File: src/design/dwms_pkg.sv
package dwms_pkg;

  localparam int OUT_SUM_W = 19;

  typedef enum logic [2:0] {
    ST_CLEAR,
    ST_IDLE,
    ST_CHECK,
    ST_POP,
    ST_HOLD,
    ST_DRAIN_ISSUE,
    ST_DRAIN
  } state_t;

  typedef struct packed {
    logic [OUT_SUM_W-1:0] window_sum;
    logic [OUT_SUM_W-1:0] best_sum;
    logic                 is_last;
  } res_t;

endpackage

File: src/design/dwms_ctrl.sv
module dwms_ctrl #(
  parameter int VALUE_BITS = 10
) (
  input  logic                  clk,
  input  logic                  rst_n,
  input  logic                  in_valid,
  output logic                  in_stall,
  input  logic [VALUE_BITS-1:0] in_value,
  input  logic                  in_last,
  output logic                  mark_we,
  output logic [VALUE_BITS-1:0] mark_waddr,
  output logic                  mark_wdata,
  output logic [VALUE_BITS-1:0] mark_raddr,
  input  logic                  mark_q,
  output logic                  ring_we,
  output logic [VALUE_BITS-1:0] ring_waddr,
  output logic [VALUE_BITS-1:0] ring_wdata,
  output logic [VALUE_BITS-1:0] ring_raddr,
  input  logic [VALUE_BITS-1:0] ring_q,
  output logic                  res_valid,
  output dwms_pkg::res_t        res,
  input  logic                  res_ready
);

  localparam int AW = VALUE_BITS;
  localparam int SW = 2 * VALUE_BITS;

  dwms_pkg::state_t state_r, state_nxt;
  logic [AW-1:0]    clr_r, clr_nxt;
  logic [AW-1:0]    oldest_r, oldest_nxt;
  logic [AW:0]      len_r, len_nxt;
  logic [SW-1:0]    sum_r, sum_nxt;
  logic [SW-1:0]    best_r, best_nxt;
  logic [AW-1:0]    v_r, v_nxt;
  logic             last_r, last_nxt;

  logic          do_pop;
  logic          pop_hit;
  logic [SW-1:0] app_sum;
  dwms_pkg::state_t done_state;

  assign do_pop     = mark_q && (len_r != '0);
  assign pop_hit    = (ring_q == v_r);
  assign app_sum    = sum_r + SW'(v_r);
  assign in_stall   = (state_r != dwms_pkg::ST_IDLE);
  assign mark_raddr = in_value;
  assign ring_raddr = oldest_nxt;

  always_comb begin
    if (!res_ready) begin
      done_state = dwms_pkg::ST_HOLD;
    end else if (last_r) begin
      done_state = dwms_pkg::ST_DRAIN_ISSUE;
    end else begin
      done_state = dwms_pkg::ST_IDLE;
    end
  end

  always_comb begin
    state_nxt = state_r;
    case (state_r)
      dwms_pkg::ST_CLEAR: begin
        if (&clr_r) begin
          state_nxt = dwms_pkg::ST_IDLE;
        end
      end
      dwms_pkg::ST_IDLE: begin
        if (in_valid) begin
          state_nxt = dwms_pkg::ST_CHECK;
        end
      end
      dwms_pkg::ST_CHECK: begin
        state_nxt = do_pop ? dwms_pkg::ST_POP : done_state;
      end
      dwms_pkg::ST_POP: begin
        if (pop_hit) begin
          state_nxt = done_state;
        end
      end
      dwms_pkg::ST_HOLD: begin
        if (res_ready) begin
          state_nxt = last_r ? dwms_pkg::ST_DRAIN_ISSUE : dwms_pkg::ST_IDLE;
        end
      end
      dwms_pkg::ST_DRAIN_ISSUE: begin
        state_nxt = dwms_pkg::ST_DRAIN;
      end
      dwms_pkg::ST_DRAIN: begin
        if (len_r == (AW+1)'(1)) begin
          state_nxt = dwms_pkg::ST_IDLE;
        end
      end
      default: begin
        state_nxt = dwms_pkg::ST_CLEAR;
      end
    endcase
  end

  always_comb begin
    clr_nxt    = clr_r;
    oldest_nxt = oldest_r;
    len_nxt    = len_r;
    sum_nxt    = sum_r;
    best_nxt   = best_r;
    v_nxt      = v_r;
    last_nxt   = last_r;
    mark_we    = 1'b0;
    mark_waddr = v_r;
    mark_wdata = 1'b0;
    ring_we    = 1'b0;
    ring_waddr = oldest_r + len_r[AW-1:0];
    ring_wdata = v_r;
    res_valid  = 1'b0;
    case (state_r)
      dwms_pkg::ST_CLEAR: begin
        mark_we    = 1'b1;
        mark_waddr = clr_r;
        clr_nxt    = clr_r + 1'b1;
      end
      dwms_pkg::ST_IDLE: begin
        if (in_valid) begin
          v_nxt    = in_value;
          last_nxt = in_last;
        end
      end
      dwms_pkg::ST_CHECK: begin
        if (!do_pop) begin
          ring_we    = 1'b1;
          mark_we    = 1'b1;
          mark_wdata = 1'b1;
          len_nxt    = len_r + 1'b1;
          sum_nxt    = app_sum;
          best_nxt   = (app_sum > best_r) ? app_sum : best_r;
          res_valid  = 1'b1;
        end
      end
      dwms_pkg::ST_POP: begin
        oldest_nxt = oldest_r + 1'b1;
        if (pop_hit) begin
          // earlier copy leaves, new copy enters: mark and sum unchanged
          ring_we   = 1'b1;
          res_valid = 1'b1;
        end else begin
          mark_we    = 1'b1;
          mark_waddr = ring_q;
          sum_nxt    = sum_r - SW'(ring_q);
          len_nxt    = len_r - 1'b1;
        end
      end
      dwms_pkg::ST_HOLD: begin
        res_valid = 1'b1;
      end
      dwms_pkg::ST_DRAIN_ISSUE: begin
      end
      dwms_pkg::ST_DRAIN: begin
        mark_we    = 1'b1;
        mark_waddr = ring_q;
        oldest_nxt = oldest_r + 1'b1;
        len_nxt    = len_r - 1'b1;
        if (len_r == (AW+1)'(1)) begin
          oldest_nxt = '0;
          sum_nxt    = '0;
          best_nxt   = '0;
        end
      end
      default: begin
      end
    endcase
    res.window_sum = dwms_pkg::OUT_SUM_W'(sum_nxt);
    res.best_sum   = dwms_pkg::OUT_SUM_W'(best_nxt);
    res.is_last    = last_r;
  end

  always_ff @(posedge clk) begin
    if (!rst_n) begin
      state_r  <= dwms_pkg::ST_CLEAR;
      clr_r    <= '0;
      oldest_r <= '0;
      len_r    <= '0;
      sum_r    <= '0;
      best_r   <= '0;
    end else begin
      state_r  <= state_nxt;
      clr_r    <= clr_nxt;
      oldest_r <= oldest_nxt;
      len_r    <= len_nxt;
      sum_r    <= sum_nxt;
      best_r   <= best_nxt;
    end
  end

  always_ff @(posedge clk) begin
    v_r    <= v_nxt;
    last_r <= last_nxt;
  end

endmodule

File: config.mk
export PLATFORM = sky130hd
export DESIGN_NAME = dwms_ctrl
export DESIGN_NICKNAME = d
export VERILOG_FILES = /design/src/design/dwms_pkg.sv /design/src/design/dwms_ctrl.sv
export SDC_FILE = /design/constraint.sdc
export NUM_CORES = 1
export LEC_CHECK = 0
export CAP_MARGIN = 20
export CORE_ASPECT_RATIO = 1.25
export CORE_MARGIN = 8
export CORE_UTILIZATION = 61
export CTS_CLUSTER_SIZE = 30
export DETAILED_ROUTE_END_ITERATION = 6
export DONT_BUFFER_PORTS = 1
export PLACE_DENSITY_LB_ADDON = 0.12
export SETUP_SLACK_MARGIN = 0.05
export SLEW_MARGIN = 25
export SYNTH_ARGS = -nofsm -noshare
export SYNTH_HDL_FRONTEND = slang
export SYNTH_SLANG_ARGS = --single-unit
File: constraint.sdc
create_clock -name clk -period 10.93 [get_ports clk]
set_input_delay 1.093 -clock clk [delete_from_list [all_inputs] [get_ports clk]]
set_output_delay 1.093 -clock clk [all_outputs]
set_load 0.1 [all_outputs]
# Yosys cells after proc, flatten, opt, wreduce, memory -nomap -nowiden
# Index checks and enable logic that the tools add are counted.
# totals
inputBits,26
out_inout_bits,94
wordCells,78
register_bits,85
# op_classes
n_eq_ne,17
magnitude_cmp,1
addsub,7
n_reduce_logical,12
mux,31
# op_table
operator,n
20-bit 2-to-1 mux,6
20-bit one-hot mux with 3 select lines,1
20-bit one-hot mux with 2 select lines,1
11-bit one-hot mux with 3 select lines,1
10-bit one-hot mux with 3 select lines,1
3-bit 2-to-1 mux,8
11-bit 2-to-1 mux,2
3-bit one-hot mux with 7 select lines,1
"10-bit by 1-bit adder with 10-bit output, second input constant",2
20-bit by 10-bit adder with 20-bit output,1
20-bit > comparator,1
10-bit 2-to-1 mux,2
10-bit one-hot mux with 2 select lines,1
20-bit by 10-bit subtractor with 20-bit output,1
"2-bit != test, second input constant",8
"11-bit by 1-bit adder with 11-bit output, second input constant",1
"11-bit by 1-bit == test with 1-bit output, second input constant",1
11-bit nonzero test,1
"11-bit by 1-bit subtractor with 11-bit output, second input constant",1
10-bit adder,1
10-bit == test,1
10-bit AND reduction,1
"3-bit == test, second input constant",3
4-bit AND reduction,2
other kinds (14),19

# Depth between registers and ports, before layout
# Gate-level depths: netlist (run 1).
# depth
word_depth,5
depth_mapped,19
depth_no_buf,17

# Worst setup path after synthesis (run 1)
# No wires, ideal clock.
# synth_path
kind,register -> output
startpoint,"reg v_r[4], in the netlist ring_wdata[4]"
endpoint,out res[12] in the netlist's numbering
path_stages_with_launch,18
setup_slack_ps,4819
arrival_ps,5018
required_time_ps,9837
n_path_buf,2
cell_sequence,edfxtp_1 -> ha_1 -> a2111oi_0 -> o21ai_0 -> a32oi_1 -> nor2_1 -> xnor2_1 -> inv_1 -> ha_1 -> a21o_1 -> nand3_1 -> a21oi_1 -> a2111oi_0 -> a21oi_1 -> or2_2 -> clkbuf_1 -> o22ai_1 -> buf_4
# synth_between
elab_chain_cells,5
# synth_lines
item,line_no,rtl
start: declaration,dwms_ctrl.sv:34,"logic [AW-1:0] v_r, v_nxt;"
start signal: assignment,dwms_ctrl.sv:193,v_r <= v_nxt;
20-bit by 10-bit adder with 20-bit output (*),dwms_ctrl.sv:44,assign app_sum = sum_r + SW'(v_r);
20-bit > comparator,dwms_ctrl.sv:133,best_nxt = (app_sum > best_r) ? app_sum : best_r;
20-bit 2-to-1 mux (*),dwms_ctrl.sv:133,
20-bit 2-to-1 mux (*),dwms_ctrl.sv:127,if (!do_pop) begin
20-bit one-hot mux with 2 select lines (*),dwms_ctrl.sv:114,case (state_r)
end: declaration,dwms_ctrl.sv:21,"output dwms_pkg::res_t res,"
# Mark *: on every way between the ends. The rest lies on a longest branch, timed or not. The select of a mux whose other input is x is not followed.

==> flow_metrics.py, run 1 <==
metrics = {
    "outcome": {
        "status": "completed",
    },
    "grt": {
        "grt_first_pass_wirelength_mm": 31.1,
        "grt_pass1_vias": 6255,
        "grt_util_all_layers_pct": 26.3,
        "grt_antenna_before_repair": 0,
        "grt-ovfl-total": 0,
        "maximum_number_of_pins_on_one_net_before_global_route_repair": 46,
    },
    "timing": {
        "setup_total_negative_slack_ns": 0,
        "endpoints_failing_hold": 0,
        "slew_viols_final": 0,
        "setup_repair_after_global_routing_missed_its_margin": "false",
        "worst_slew_margin_rel_pct": 25.2,
        "final.min_clock_period_ns": 8.11,
        "skew_ns": 0.00780,
        "maxClockFrequency_ghz": 0.123,
        "setup_viol": 0,
        "worst_slew_pin_slew_ns": 1.12,
        "post-route-period-util_pct": 74.2,
    },
    "final_layout": {
        "multiInputGateArea_um2": 4540,
        "antenna_cells_inserted": 0,
        "ff_latch_area_um2": 1810,
        "fill_cells": 947,
        "design.final.nets": 889,
        "final_layout_size_suffix_gt1_share_pct": 11.7,
        "flow.area_growth_from_synthesis_pct": 7.54,
        "final_cells": 946,
    },
    "critical_path": {
        "worst-endpoint-arrival_ns": 7.02,
        "critical_path.most_common_cell": "sky130_fd_sc_hd__a21oi_1",
        "critical-path-top-delay-family": "compound AO/OA/AOI/OAI gates",
        "path_class": "flip-flop to output port",
        "crit_path_max_fanout": 30,
        "worst_setup_path_startpoint": "ring_wdata[4]$_DFFE_PP_",
        "slowest_delay_ns": 1.03,
        "worst_r2r_startpoint": "ring_wdata[4]$_DFFE_PP_",
        "capturing_element_type_of_the_critical_path": "output port",
        "worst_path_max_delay_cell": "sky130_fd_sc_hd__edfxtp_1",
        "worstPathBufferInverterCount": 1,
        "crit_path_start_kind": "flip-flop",
        "cp_cell_sequence": "ha_1 > a2111oi_0 > o21ai_0 > a32oi_1 > nor2_1 > xnor2_1 > inv_1 > ha_1 > a21oi_1 > a21oi_1 > a2111oi_0 > a21oi_1 > or2_2 > o22ai_2",
        "crit_required_ns": 9.84,
    },
    "yosys": {
        "post_synth_xor_area_fraction_pct": 8.15,
        "synthesis.yosys.warnings": 0,
        "synth_cell_types": 68,
        "yosys-top-cells-area": "sky130_fd_sc_hd__dfxtp_1 22%, sky130_fd_sc_hd__ha_1 10%, sky130_fd_sc_hd__buf_4 5.4%",
        "synthesis.area_per_instance_um2": 7.92,
        "post_synthesis_compound_gate_area_fraction_pct": 23.3,
        "synthesis.nets": 938,
        "synthArstFlopShare_pct": 0,
        "synth_sequential_area_ratio_pct": 26.8,
        "postSynth.topFlopCell": "sky130_fd_sc_hd__dfxtp_1",
        "synth_edf_count": 11,
        "synth_area_um2": 6770,
        "synth_adder_area_share_pct": 10.9,
        "synth_simple_gate_area_share_pct": 19.4,
        "ys_ff_latch": 85,
        "post_synth_top_area_share_pct": 21.9,
        "netlist.top_cell.by_area": "sky130_fd_sc_hd__dfxtp_1",
        "post_synth_inst_count": 855,
        "synthMostInstantiatedCell": "sky130_fd_sc_hd__nand2_1",
        "post_synth_most_frequent_cells": "86 x sky130_fd_sc_hd__nand2_1, 74 x sky130_fd_sc_hd__dfxtp_1, 65 x sky130_fd_sc_hd__inv_1",
        "synth_top_family_by_area": "compound AO/OA/AOI/OAI gates",
        "muxShareOfSynthArea_pct": 0.296,
    },
    "drt": {
        "first_iter_violations": 470,
        "detail_route.first_pass.iterations": 5,
        "drc_errors": 0,
        "vias_per_cell": 6.52,
        "routed_wire_length_per_instance_um": 20.1,
        "postRouteAntennaNets": 0,
        "detail_route.wirelength_mm": 19.0,
        "detailroute.via_count": 6171,
    },
    "placed_design": {
        "place.port_buffers": 0,
        "dpl.cell_count": 930,
        "place.detailed.hpwl_mm": 14.6,
        "gp_congestion": 0.963,
    },
    "clock_tree": {
        "ctsHoldBuffers": 0,
        "ctsLongestPathBuffers": 2,
        "cts_root_buf": "sky130_fd_sc_hd__clkbuf_16",
        "post_cts.resized_instances": 0,
        "clock_sinks": 85,
        "cts_buffers": 9,
        "clock_tree.htree_level_count": 3,
        "post-cts-setup-buffer-count": 0,
        "insertion_delay_ns": 0.35,
        "clock_pin_slew_on_the_worst_setup_and_hold_paths_ns": 0.06,
        "tritoncts": "built",
    },
    "hold_path": {
        "holdCritPathClass": "flip-flop to flip-flop",
        "min_from": "best_r[1]$_SDFF_PN0_",
    },
    "die": {
        "top_level_ports": 120,
        "design.die.area_um2": 14700,
        "floorplan.core_area_um2": 11000,
        "rows": 43,
        "start_util_pct": 61.7,
        "die_w_um": 110,
        "die_height_um": 134,
    },
    "pwr": {
        "irDropWorstVdd_mv": 0.165,
        "cellLeakagePower_nw": 3.06,
        "power-per-cell-area_nw_per_um2": 183,
    },
    "run": {
        "timing.max_cap.violations": 0,
    },
}
## per-layer routing
metal | vias to the layer above | global-route usage (%) | routed length [µm]
li1 | 2948 | - | -
met1 | 2920 | 29.6 | 7400
met2 | 249 | 44.7 | 9340
met3 | 54 | 6.96 | 1530
met4 | 0 | 12.2 | 723
met5 | - | 0 | 0
## path summary, 6_finish.rpt
path                            to  slack [ns]  cells past startpoint
min           best_r[1]$_SDFF_PN0_        0.49                      2
max                        res[19]        2.82                     14
min reg2reg   best_r[1]$_SDFF_PN0_        0.49                      2
max reg2reg  best_r[12]$_SDFF_PN0_        4.72                     14
## stage by stage
step / power [mW] / instance area (µm²) / setup slack [ns] / hold slack (ns) / util, %
finish: 1.33 / 7280 / 2.82 / 0.490 / 66.3
global route: 1.39 / 7280 / 2.32 / 0.522 / 66.3
CTS: 1.33 / 7220 / 2.91 / 0.481 / 65.8
detailed placement: 1.02 / 6930 / 3.30 / 0.471 / 63.1
global placement: 1.01 / 6840 / 3.35 / 0.457 / 62.3
floorplan: 0.963 / 6770 / 4.82 / 0.447 / -
## layout by cell type, fill, tap and decap left out, types with 23 or more instances in the layout
master	count
sky130_fd_sc_hd__nand2_1	86
sky130_fd_sc_hd__dfxtp_1	74
sky130_fd_sc_hd__inv_1	65
sky130_fd_sc_hd__ha_1	54
sky130_fd_sc_hd__nor2_1	48
sky130_fd_sc_hd__a21oi_1	43
sky130_fd_sc_hd__o21ai_0	34
sky130_fd_sc_hd__xor2_1	30
sky130_fd_sc_hd__nand3_1	25
sky130_fd_sc_hd__xnor2_1	25
sky130_fd_sc_hd__and2_1	23
## cell type report
class	instances	share of cell area, %
flip-flops and latches	85	24.9
well taps	135	2.32
multi-input cells	620	62.3
clock buffers	10	3.44
clock inverters	6	0.584
inverters	67	3.45
repair buffers	23	2.97
## state kept, by name, indices dropped and copies added, names as in the netlist
signal	count
last_r	1
oldest_r	10
sum_r	20
ring_wdata	10
len_r	11
best_r	20
state_r	3
clr_r	10
## cell families after synthesis
kind of cell / count (synthesis)
AOI/OAI and AO/OA: 232
xor gates and xnor gates: 63
adders and majority gates: 57
buffers and inverters: 150
DFF: 85
muxes: 2
and+or+nand+nor: 266
## power by group
part,switching [mW],total (mW),internal [mW]
clock,0.137,0.306,0.169
combinational,0.520,0.648,0.127
sequential,0.0382,0.377,0.339
total,0.696,1.33,0.635
## worst min-delay path, delay by kind of cell (launching register included)
kind               cells  cell delay (ns)
AOI/OAI and AO/OA      1             0.07
DFF                    1             0.31
and+or+nand+nor        1             0.06
Power figures use the tool's default switching activity.
==> inputs of run 2 (changes only) <==
ABC_AREA = 1   (was unset)
clock period = 7.8 ns   (was 10.93 ns; I/O delays follow)
==> run 2 against run 1 <==
Sequential cell count unchanged. Non-clock buffer count fell by 9. First-iteration DRC count increased by 19%. Global-route usage grew 0.94 points. Area after synthesis increased by 9.3%. Critical endpoint is now res[10]. Largest cell class unchanged.
==> flow_metrics.py, run 2 <==
metrics = {
    "critical_path": {
        "worst_r2r_startpoint": "ring_wdata[2]$_DFFE_PP_",
        "slowest_delay_ns": 1.06,
        "capturing_element_type_of_the_critical_path": "output port",
        "timing.reg2reg.setup_slack_ns": 3.28,
        "crit_path_start_kind": "flip-flop",
        "crit_required_ns": 7.02,
        "path_depth": 20,
        "cp_cell_sequence": "ha_1 > inv_1 > nand2_1 > nand2_1 > o21ai_0 > nand3_1 > nand2_1 > nand3_1 > and2_1 > ha_1 > nand2_1 > nor2_1 > nand2_1 > nor3b_1 > nand3b_1 > nand2_1 > nand2_1 > nand2_2 > nand2_1 > nand2_1",
        "worst-endpoint-arrival_ns": 5.31,
        "worst_path_max_delay_cell": "sky130_fd_sc_hd__edfxtp_1",
        "worstPathBufferInverterCount": 1,
        "path_class": "flip-flop to output port",
        "critical-path-top-delay-family": "simple AND/OR/NAND/NOR gates",
        "regToRegEndpoint": "best_r[8]$_SDFF_PN0_",
        "crit_path_max_fanout": 20,
        "critical_path.most_common_cell": "sky130_fd_sc_hd__nand2_1",
        "reg2regPathDepth": 20,
    },
    "hold_path": {
        "hold_ep": "best_r[19]$_SDFFE_PN0P_",
        "worst_hold_path.num_cells": 2,
        "min_from": "best_r[19]$_SDFFE_PN0P_",
        "holdCritPathClass": "flip-flop to flip-flop",
    },
    "yosys": {
        "synthesis.nets": 1244,
        "yosys-top-cells-area": "sky130_fd_sc_hd__dfxtp_1 20%, sky130_fd_sc_hd__nand2_1 17%, sky130_fd_sc_hd__ha_1 9.1%",
        "synthMostInstantiatedCell": "sky130_fd_sc_hd__nand2_1",
        "synthesis.yosys.warnings": 0,
        "post_synth_most_frequent_cells": "327 x sky130_fd_sc_hd__nand2_1, 155 x sky130_fd_sc_hd__inv_1, 107 x sky130_fd_sc_hd__a21oi_1",
        "synth_edf_count": 11,
        "synthArstFlopShare_pct": 0,
        "postSynth.topFlopCell": "sky130_fd_sc_hd__dfxtp_1",
        "synth_cell_types": 48,
        "netlist.top_cell.by_area": "sky130_fd_sc_hd__dfxtp_1",
        "synth_area_um2": 7400,
        "synthesis.area_per_instance_um2": 6.37,
        "synth_sequential_area_ratio_pct": 24.5,
        "post_synth_top_area_share_pct": 20.0,
        "ys_ff_latch": 85,
        "post_synth_inst_count": 1161,
    },
    "outcome": {
        "status": "completed",
    },
    "timing": {
        "endpoints_failing_hold": 0,
        "post-route-period-util_pct": 78.1,
        "slew_viols_final": 0,
        "worst_slew_margin_rel_pct": 26.8,
        "worst_slew_pin_slew_ns": 1.10,
        "setup_repair_after_global_routing_missed_its_margin": "false",
        "skew_ns": 0.0111,
        "setup_total_negative_slack_ns": 0,
        "maxClockFrequency_ghz": 0.164,
        "final.min_clock_period_ns": 6.09,
        "setup_viol": 0,
    },
    "final_layout": {
        "top_regs": "best_r (20), sum_r (20), len_r (11)",
        "mostFrequentLayoutCell": "sky130_fd_sc_hd__nand2_1",
        "final_core_util_pct": 65.7,
        "antenna_cells_inserted": 0,
        "design.final.nets": 1199,
        "flow.area_growth_from_synthesis_pct": 6.49,
        "final_layout_size_suffix_gt1_share_pct": 7.85,
        "most-common-layout-cells": "327 x sky130_fd_sc_hd__nand2_1, 155 x sky130_fd_sc_hd__inv_1, 107 x sky130_fd_sc_hd__a21oi_1",
    },
    "clock_tree": {
        "tritoncts": "built",
        "post_cts.resized_instances": 0,
        "clock_tree.htree_level_count": 3,
        "cts_buffers": 9,
        "clock_sinks": 85,
        "cts_root_buf": "sky130_fd_sc_hd__clkbuf_16",
        "ctsLongestPathBuffers": 2,
        "post-cts-setup-buffer-count": 0,
        "ctsHoldBuffers": 0,
        "clock_pin_slew_on_the_worst_setup_and_hold_paths_ns": 0.07,
        "insertion_delay_ns": 0.34,
    },
    "grt": {
        "grt_antenna_before_repair": 0,
        "maximum_number_of_pins_on_one_net_before_global_route_repair": 53,
        "grt_pass1_vias": 6863,
        "grt_first_pass_wirelength_mm": 34.6,
        "grt_util_all_layers_pct": 27.3,
        "grt-ovfl-total": 0,
    },
    "pwr": {
        "cellLeakagePower_nw": 3.77,
        "share_comb_of_total_power_pct": 14.4,
        "power-per-cell-area_nw_per_um2": 143,
        "p_int_mw": 0.798,
        "seqPwrFrac_pct": 40.8,
        "netSwitchingPower_mw": 0.330,
        "portion_of_total_power_attributed_to_the_clock_network_pct": 44.8,
        "irDropWorstVdd_mv": 0.120,
        "sw_frac_of_total_pct": 29.2,
    },
    "die": {
        "die_w_um": 115,
        "floorplan.core_area_um2": 12000,
        "start_util_pct": 61.7,
        "rows": 45,
        "top_level_ports": 120,
        "design.die.area_um2": 15900,
        "die_height_um": 139,
    },
    "drt": {
        "detailroute.via_count": 7226,
        "postRouteAntennaNets": 0,
        "routed_wire_length_per_instance_um": 16.9,
        "first_iter_violations": 557,
        "drc_errors": 0,
        "vias_per_cell": 5.62,
        "detail_route.wirelength_mm": 21.7,
        "detail_route.first_pass.iterations": 5,
    },
    "placed_design": {
        "gp_congestion": 0.978,
        "place.detailed.hpwl_mm": 17.4,
        "place.port_buffers": 0,
    },
    "run": {
        "timing.max_cap.violations": 0,
    },
}
[run 2: kinds of logic (layout without fill, tap and decap cells)]
group	count (synthesis)	in the layout	synth area share (%)
xor+xnor	37	37	4.38
flops	85	85	24.5
fa+ha+maj	57	57	9.94
compound gates	189	189	14.0
buf+inv	237	197	15.0
simple gates	556	556	32.1
[run 2: stage by stage]
stage               total power, mW  hold slack, ns  cells  instance area, µm²  setup WS, ns
finish                         1.13           0.462   1285                7880          1.71
global route                   1.16           0.501   1285                7880          1.23
CTS                            1.13           0.466   1285                7880          1.73
detailed placement            0.632           0.457   1269                7530          2.12
global placement              0.625           0.452   1269                7370          2.23
floorplan                     0.621           0.439   1161                7400          3.00
[run 2: metal layers]
metal	global-route usage (%)	wire, µm	vias to the layer above
met4	12.2	835	0
met1	31.4	8600	3245
met3	7.67	1950	54
met5	0	0	-
li1	-	-	3614
met2	45.5	10300	313
[run 2: worst reg2reg max path, delay by kind of cell (launching register included)]
kind / cells / cell delay (ns)
DFF: 1 / 1.06
buffers and inverters: 1 / 0.07
and+or+nand+nor: 15 / 2.15
AOI/OAI and AO/OA: 2 / 0.51
adders and majority gates: 2 / 0.64
[run 2: power groups by stage]
stage / sequential (mW) / clock [mW] / combinational [mW]
after floorplan: 0.476 / 0 / 0.145
after global placement: 0.470 / 0 / 0.154
after detailed placement: 0.470 / 0 / 0.162
after CTS: 0.461 / 0.510 / 0.162
after global routing: 0.461 / 0.530 / 0.173
final: 0.461 / 0.505 / 0.162
[run 2: worst max-delay path by stage]
stage	end	slack, ns	startpoint
after floorplan	res[10]	3.00	ring_wdata[0]$_DFFE_PP_
after global placement	res[4]	2.23	ring_wdata[0]$_DFFE_PP_
after detailed placement	res[6]	2.12	ring_wdata[0]$_DFFE_PP_
after CTS	res[10]	1.73	ring_wdata[0]$_DFFE_PP_
after global routing	res[10]	1.23	ring_wdata[2]$_DFFE_PP_
final	res[10]	1.71	ring_wdata[2]$_DFFE_PP_
[run 2: layout make-up]
cell class / count / area, µm²
clock buffer: 9 / 225
clock inverter: 7 / 121
fill: 1144 / 4110
inverter: 167 / 629
multi-input combinational: 839 / 4780
sequential: 85 / 1810
tap: 164 / 205
timing repair buffer: 14 / 105
==> inputs of run 3 (changes only) <==
CORE_UTILIZATION = 59   (was 61)
clock period = 5.4 ns   (was 7.8 ns; I/O delays follow)
==> run 3 against run 2 <==
Final cell count is 1.7% higher. Sequential cell count unchanged. Largest cell class unchanged. Largest power group unchanged. Highest routed layer unchanged. Hold slack lost 0.17 ns.
==> flow_metrics.py, run 3 (synthesized netlist as in run 2, its figures left out) <==
metrics = {
    "drt": {
        "drc_errors": 0,
        "detailroute.via_count": 7311,
        "detail_route.first_pass.iterations": 7,
        "routed_wire_length_per_instance_um": 16.8,
        "vias_per_cell": 5.59,
        "postRouteAntennaNets": 0,
        "first_iter_violations": 631,
        "detail_route.wirelength_mm": 22.0,
    },
    "grt": {
        "grt_util_all_layers_pct": 27.3,
        "grt_pass1_vias": 6881,
        "grt_first_pass_wirelength_mm": 35.3,
        "maximum_number_of_pins_on_one_net_before_global_route_repair": 32,
        "grt_antenna_before_repair": 0,
        "grt-ovfl-total": 0,
    },
    "timing": {
        "endpoints_failing_hold": 0,
        "slew_viols_final": 0,
        "setup_viol": 0,
        "worst_slew_margin_rel_pct": 25.2,
        "final_setup_margin_ns": 0.536,
        "skew_ns": 0.00862,
        "maxClockFrequency_ghz": 0.206,
        "setup_total_negative_slack_ns": 0,
        "worst_slew_pin_slew_ns": 1.12,
        "setup_repair_after_global_routing_missed_its_margin": "false",
        "final.min_clock_period_ns": 4.86,
        "post-route-period-util_pct": 90.1,
    },
    "final_layout": {
        "final_layout_size_suffix_gt1_share_pct": 9.62,
        "final_core_util_pct": 67.6,
        "most-common-layout-cells": "327 x sky130_fd_sc_hd__nand2_1, 155 x sky130_fd_sc_hd__inv_1, 107 x sky130_fd_sc_hd__a21oi_1",
        "design.final.nets": 1221,
        "antenna_cells_inserted": 0,
        "layout.cell_area.non_filler_um2": 8260,
        "fill_cells": 1130,
        "mostFrequentLayoutCell": "sky130_fd_sc_hd__nand2_1",
        "flow.area_growth_from_synthesis_pct": 11.6,
        "top_regs": "best_r (20), sum_r (20), len_r (11)",
    },
    "die": {
        "top_level_ports": 120,
        "floorplan.core_area_um2": 12200,
        "design.die.area_um2": 16400,
        "start_util_pct": 60.6,
        "rows": 45,
        "die_height_um": 141,
        "die_w_um": 116,
    },
    "pwr": {
        "irDropWorstVdd_mv": 0.166,
        "power-per-cell-area_nw_per_um2": 192,
        "report.power.total_mw": 1.58,
        "cellLeakagePower_nw": 3.92,
    },
    "clock_tree": {
        "clock_pin_slew_on_the_worst_setup_and_hold_paths_ns": 0.07,
        "clock_sinks": 85,
        "tritoncts": "built",
        "cts_buffers": 9,
        "clock_tree.htree_level_count": 3,
        "cts_root_buf": "sky130_fd_sc_hd__clkbuf_16",
        "insertion_delay_ns": 0.35,
        "ctsLongestPathBuffers": 2,
        "post-cts-setup-buffer-count": 0,
    },
    "critical_path": {
        "capturing_element_type_of_the_critical_path": "output port",
        "regToRegEndpoint": "best_r[2]$_SDFF_PN0_",
        "crit_path_end": "res[15]",
        "crit_required_ns": 4.86,
        "crit_path_start_kind": "flip-flop",
        "worst_setup_path_startpoint": "ring_wdata[0]$_DFFE_PP_",
        "reg2regPathDepth": 21,
        "crit_path_max_fanout": 20,
        "timing.reg2reg.setup_slack_ns": 1.50,
        "path_class": "flip-flop to output port",
        "worst-endpoint-arrival_ns": 4.32,
        "worst_r2r_startpoint": "ring_wdata[0]$_DFFE_PP_",
    },
    "placed_design": {
        "post_dp_cell_area_um2": 7940,
        "gp_congestion": 0.992,
        "dp_worst_setup_slack_ns": 0.849,
        "place.port_buffers": 0,
        "place.detailed.hpwl_mm": 17.7,
    },
    "hold_path": {
        "holdCritPathClass": "input port to flip-flop",
    },
    "outcome": {
        "status": "completed",
    },
    "run": {
        "timing.max_cap.violations": 0,
    },
}
run 3: metrics by stage:
stage                     hold slack (ns)  std cells
after floorplan                     0.439       1161
after global placement              0.452       1291
after detailed placement            0.462       1291
after CTS                           0.285       1307
after global routing                0.279       1307
final                               0.287       1307
run 3: worst min path at each step:
stage	cells after the start	startpoint	to
after CTS	0	in_value[1]	ring_wdata[1]$_DFFE_PP_
after floorplan	2	best_r[19]$_SDFFE_PN0P_	best_r[19]$_SDFFE_PN0P_
after global placement	2	best_r[19]$_SDFFE_PN0P_	best_r[19]$_SDFFE_PN0P_
final	0	in_value[1]	ring_wdata[1]$_DFFE_PP_
after global routing	0	in_value[1]	ring_wdata[1]$_DFFE_PP_
after detailed placement	2	best_r[19]$_SDFFE_PN0P_	best_r[19]$_SDFFE_PN0P_
run 3: final cells by class:
| class | count | area, µm² | share of cell area [%] |
|---|---|---|---|
| repair buffers | 36 | 508 | 6.15 |
| multi-input cells | 839 | 4780 | 57.9 |
| inverters | 167 | 629 | 7.62 |
| flip-flops and latches | 85 | 1810 | 21.9 |
| clock inverters | 7 | 97.6 | 1.18 |
| well taps | 164 | 205 | 2.48 |
| clock buffers | 9 | 225 | 2.73 |
run 3: what timing repair did:
item                       4_1_cts  5_1_grt
gates resized for setup          0        1
hold buffers                     0        0
setup endpoints to repair        0       19
run 3: power by group:
group	internal, mW	switching (mW)	total (mW)
registers	0.649	0.00945	0.658
logic	0.0503	0.192	0.242
clock network	0.407	0.276	0.683
total	1.11	0.477	1.58
run 3: worst max-delay path, cell delays in order (launching register included):
cell                       delay [ns]
sky130_fd_sc_hd__edfxtp_1        0.39
sky130_fd_sc_hd__ha_1            0.24
sky130_fd_sc_hd__fa_1            0.44
sky130_fd_sc_hd__nand2_1         0.09
sky130_fd_sc_hd__nand3_1         0.08
sky130_fd_sc_hd__and2_1          0.18
sky130_fd_sc_hd__nand3_1         0.11
sky130_fd_sc_hd__nand3_1         0.13
sky130_fd_sc_hd__nand2_1         0.08
sky130_fd_sc_hd__nand2_1         0.04
sky130_fd_sc_hd__and2_1          0.18
sky130_fd_sc_hd__ha_1            0.28
sky130_fd_sc_hd__nand2_1         0.05
sky130_fd_sc_hd__nor2_1          0.13
sky130_fd_sc_hd__nand2_1         0.09
sky130_fd_sc_hd__nor3b_1         0.26
sky130_fd_sc_hd__nand3b_1        0.10
sky130_fd_sc_hd__nand2_1         0.21
sky130_fd_sc_hd__nand2_1         0.10
sky130_fd_sc_hd__nand2_2         0.30
sky130_fd_sc_hd__nand2_1         0.14
sky130_fd_sc_hd__nand2_1         0.15
sky130_fd_sc_hd__buf_12          0.19
run 3: layer usage:
metal,vias to the layer above,share of wire [%],track usage (%)
li1,3644,-,-
met1,3303,40,32.5
met2,311,47,45.9
met3,53,8.4,5.94
met4,0,3.9,11.8
met5,-,0,0
